### src/cpx_div.sv
// Restoring divider, one quotient bit per cycle, for the chunk and group counts.
// Standalone; used by chunk_packetizer_xor_fec.
module cpx_div #(
    parameter int NW = 19,
    parameter int DW = 12,
    parameter int QW = 7
) (
    input  logic          i_clk,
    input  logic          i_rst_n,
    input  logic          i_start,
    input  logic [NW-1:0] i_num,
    input  logic [DW-1:0] i_den,
    output logic          o_done,
    output logic [QW-1:0] o_quo
);
    localparam int SW = NW + DW + QW;
    localparam int KW = (QW > 1) ? $clog2(QW) : 1;

    logic          r_busy;
    logic          r_done;
    logic [KW-1:0] r_k;
    logic [SW-1:0] r_rem;
    logic [SW-1:0] r_dsh;
    logic [QW-1:0] r_q;
    logic          w_fit;

    assign w_fit  = (r_rem >= r_dsh);
    assign o_done = r_done;
    assign o_quo  = r_q;

    always_ff @(posedge i_clk) begin
        if (!i_rst_n) begin
            r_busy <= 1'b0;
            r_done <= 1'b0;
        end else begin
            r_done <= r_busy && (r_k == '0);
            if (i_start) begin
                r_busy <= 1'b1;
            end else if (r_busy && (r_k == '0)) begin
                r_busy <= 1'b0;
            end
        end
    end

    always_ff @(posedge i_clk) begin
        if (i_start) begin
            r_rem <= SW'(i_num);
            r_dsh <= SW'(i_den) << (QW - 1);
            r_k   <= KW'(QW - 1);
            r_q   <= '0;
        end else if (r_busy) begin
            if (w_fit) begin
                r_rem <= r_rem - r_dsh;
            end
            r_q   <= {r_q[QW-2:0], w_fit};
            r_dsh <= r_dsh >> 1;
            r_k   <= r_k - KW'(1);
        end
    end
endmodule

### config.mk
export PLATFORM = sky130hd
export DESIGN_NAME = cpx_div
export DESIGN_NICKNAME = d
export VERILOG_FILES = /design/src/cpx_div.sv
export SDC_FILE = /design/constraint.sdc
export NUM_CORES = 1
export LEC_CHECK = 0
export BUFFER_PORTS_ARGS = -buffer_cell sky130_fd_sc_hd__buf_2
export CAP_MARGIN = 20
export CORE_UTILIZATION = 52
export DETAILED_ROUTE_END_ITERATION = 10
export HOLD_SLACK_MARGIN = 0.06
export PLACE_DENSITY = 0.73
export SYNTH_ARGS = -nofsm -noshare
export SYNTH_HDL_FRONTEND = slang
export SYNTH_SLANG_ARGS = --single-unit
### constraint.sdc
create_clock -name i_clk -period 3.35 [get_ports i_clk]
set_clock_uncertainty 0.15 [all_clocks]
set_input_delay 0.1675 -clock i_clk [delete_from_list [all_inputs] [get_ports i_clk]]
set_output_delay 0.1675 -clock i_clk [all_outputs]
set_load 0.02 [all_outputs]
==> flow_metrics.py <==
metrics = {
    "global_route": {
        "grt-ovfl-total": 0,
        "grt_max_degree": 49,
        "grt_pass1_wl_um": 14500,
        "grt_util_all_layers_pct": 23.92,
        "first_global_vias": 3210,
        "grt_antenna_before_repair": 0,
    },
    "synthesis": {
        "syn_nets": 488,
        "synthCells": 433,
        "yosysWarnings": 0,
        "yosysSeqAreaShare_pct": 42.39,
        "ys_ff_latch": 68,
        "async_reset_ff_share_pct": 0,
        "synth_top_cell_by_area": "edfxtp_1",
        "synth-edff-count": 31,
        "ys_types": 50,
        "avgSynthCellArea_um2": 9.108,
        "ys.flop_type": "dfxtp_1",
        "synth_area_mm2": 0.003944,
        "synthTopCellsByArea": "edfxtp_1 24%, dfxtp_1 19%, ha_1 6.3%",
        "synth_top_cell_area_share_pct": 23.60,
    },
    "critical_path": {
        "r2r_slack_ns": 0.14,
        "crit_chain": "inv_1 -> ha_1 -> a21o_1 -> a31oi_2 -> a21oi_2 -> o21a_1 -> o311a_1 -> a211o_2 -> a2111oi_2 -> mux2_2",
        "regToRegEndpoint": "r_rem[33]$_SDFFE_PP0P_",
        "crit_type": "reg2reg",
        "crit_buf_inv": 1,
        "cp_max_fo": 8,
        "reg2reg_from": "r_dsh[4]$_SDFFE_PP0P_",
        "cp_slowest_stage_delay_ns": 0.39,
        "crit_slowest_cell": "a211o_2",
        "crit_required_ns": 3.45,
        "cp.arrival_ns": 3.31,
        "cp-start-kind": "register",
        "ff2ff_path_depth": 10,
        "cpLargestDelayFamily": "compound AO/OA/AOI/OAI gates",
        "end_kind": "register",
    },
    "timing": {
        "rsz0062_at_grt": "false",
        "fin_crit_ns": 3.208,
        "tns_ns": 0,
        "finalHoldViolCount": 0,
        "min_period_over_period_pct": 95.76,
        "max_freq_mhz": 311.7,
        "tightest_slew_ns": 0.9249,
        "maxSlewHeadroom_pct": 38.21,
        "setup_violations": 0,
        "drv_slew": 0,
    },
    "die": {
        "coreArea_mm2": 0.007292,
        "io_pins": 42,
        "die_width_um": 89.09,
        "die-area_mm2": 0.007936,
        "start_util_pct": 54.08,
        "fp-row-count": 31,
        "die_height_um": 89.09,
    },
    "cells_and_area": {
        "multi_input_area_mm2": 0.002079,
        "drive_gt1_share_pct": 15.43,
        "register_area_mm2": 0.001672,
        "fill_cells": 640,
        "areaGrowthSynthToFinish_pct": 21.54,
        "final_common_cell": "nor2_1",
        "nNetsFinal": 562,
        "layout_common_cells": "46 x nor2_1, 41 x buf_2, 38 x nand2_1, 37 x dfxtp_1, 32 x dlygate4sd3_1",
        "antenna_cells": 0,
    },
    "drt": {
        "drc": 0,
        "firstDrtPassIters": 4,
        "vias": 3352,
        "drtIter0Drc": 214,
        "ant_nets": 0,
        "wl_um": 9038,
        "wl_per_cell_um": 14.79,
        "drt-vias-per-instance": 5.486,
    },
    "power_and_ir_drop": {
        "leakage_nw": 2.018,
        "p_per_area_mw_per_mm2": 916.8,
        "peakVddDrop_v": 0.0005113,
        "p_total_mw": 4.395,
    },
    "placement": {
        "io_buffers": 41,
        "gp_congestion": 0.9352,
        "dp_hpwl_um": 6255,
    },
    "clocking": {
        "h-tree-depth": 3,
        "cts-root-buf": "clkbuf_8",
        "post_cts_buffers": 0,
        "cts_buffers": 9,
        "clock_latency_ns": 0.36,
        "cts.clk_slew.worst_paths_ns": 0.08,
        "clockBufferDepth": 2,
        "tritoncts": "done",
        "cts.sinks": 68,
    },
    "outcome": {
        "status": "completed",
    },
    "hold_path": {
        "min_to": "r_dsh[0]$_SDFFE_PP0P_",
        "min-delay-start": "i_start",
        "hold_depth": 2,
        "hold_path_class": "in2reg",
    },
    "flow_run": {
        "cap_violations": 0,
    },
}
==> repair_timing <==
item | 4_1_cts | 5_1_grt
endpoints found under the hold margin | 33 | 0
hold buffers | 32 | 0
setup endpoints to repair | 0 | 19
resized for setup | 0 | 1
==> cells by family (layout without fill, tap and decap cells) <==
logic type,count (synthesis),in the layout,synth area share (%)
compound gates,104,104,17.67
xor+xnor,31,31,6.885
fa+ha+maj,21,21,6.853
buf+inv,51,130,4.886
flops,68,68,42.39
mux,14,14,3.585
simple gates,144,144,17.74
==> Yosys cell counts (2+ instances only) <==
| library cell | count |
|---|---|
| nand4_1 | 5 |
| o41ai_1 | 2 |
| or4_1 | 5 |
| o21ai_0 | 27 |
| a41oi_1 | 3 |
| nand2_1 | 38 |
| dfxtp_1 | 37 |
| or2_2 | 4 |
| nor4_1 | 4 |
| nor2_1 | 46 |
| buf_1 | 2 |
| nor4b_1 | 4 |
| and3_1 | 3 |
| a31oi_1 | 2 |
| nor2b_1 | 6 |
| inv_1 | 29 |
| nand3b_1 | 4 |
| o21a_1 | 3 |
| a211oi_1 | 3 |
| nand3_1 | 5 |
| and2_1 | 3 |
| xor2_1 | 7 |
| mux2i_1 | 13 |
| a21o_1 | 10 |
| o31ai_1 | 6 |
| clkbuf_1 | 19 |
| edfxtp_1 | 31 |
| a22o_1 | 12 |
| nor3_1 | 10 |
| a21oi_1 | 22 |
| o21bai_1 | 3 |
| ha_1 | 20 |
| nand2b_1 | 5 |
| xnor2_1 | 24 |
==> metrics by stage <==
stage,area [µm²],utilization (%),instances,hold slack (ns),setup WS (ns)
floorplan,3944,-,433,0.1402,0.3669
global placement,4279,58.68,563,0.2502,0.1980
detailed placement,4279,58.68,563,0.2523,0.1774
CTS,4793,65.73,611,0.1948,0.1460
global route,4793,65.73,611,0.2458,0.005629
finish,4793,65.73,611,0.1874,0.1420
==> where the power goes <==
part | internal [mW] | switching, mW | total [mW] | leakage (nW)
Combinational | 1.02 | 1.40 | 2.42 | 1.30
Sequential | 1.15 | 0.159 | 1.31 | 0.620
Clock | 0.318 | 0.345 | 0.663 | 0.0983
==> area by class of cell <==
type | count | area share, %
timing repair buffer | 85 | 12.84
sequential | 68 | 34.87
tap | 99 | 2.584
clock buffer | 10 | 3.106
clock inverter | 6 | 0.9397
multi-input combinational | 314 | 43.38
inverter | 29 | 2.271
==> worst max-delay path by stage <==
stage / slack, ns / depth (start not counted) / end / start
CTS: 0.15 / 12 / r_rem[11]$_DFFE_PP_ / r_rem[0]$_DFFE_PP_
global placement: 0.20 / 9 / r_rem[33]$_SDFFE_PP0P_ / r_rem[4]$_DFFE_PP_
finish: 0.14 / 10 / r_rem[33]$_SDFFE_PP0P_ / r_dsh[4]$_SDFFE_PP0P_
global route: 0.006 / 10 / r_rem[33]$_SDFFE_PP0P_ / r_dsh[4]$_SDFFE_PP0P_
floorplan: 0.37 / 11 / r_rem[0]$_DFFE_PP_ / r_rem[0]$_DFFE_PP_
detailed placement: 0.18 / 10 / r_rem[33]$_SDFFE_PP0P_ / r_dsh[4]$_SDFFE_PP0P_
==> registers in the layout, indices dropped and copies added, names as in the netlist <==
register and count:
r_rem 38, r_dsh 18, o_quo 7, r_k 3, o_done 1, r_busy 1
==> metal layers <==
| metal | vias to the layer above | part of all wire (%) | GRT usage (%) |
|---|---|---|---|
| li1 | 1694 | - | - |
| met5 | - | 0 | 0 |
| met4 | 0 | 1.8 | 11.26 |
| met3 | 13 | 4.1 | 2.955 |
| met2 | 77 | 48 | 39.63 |
| met1 | 1568 | 46 | 31.18 |
Power figures use the tool's default switching activity.
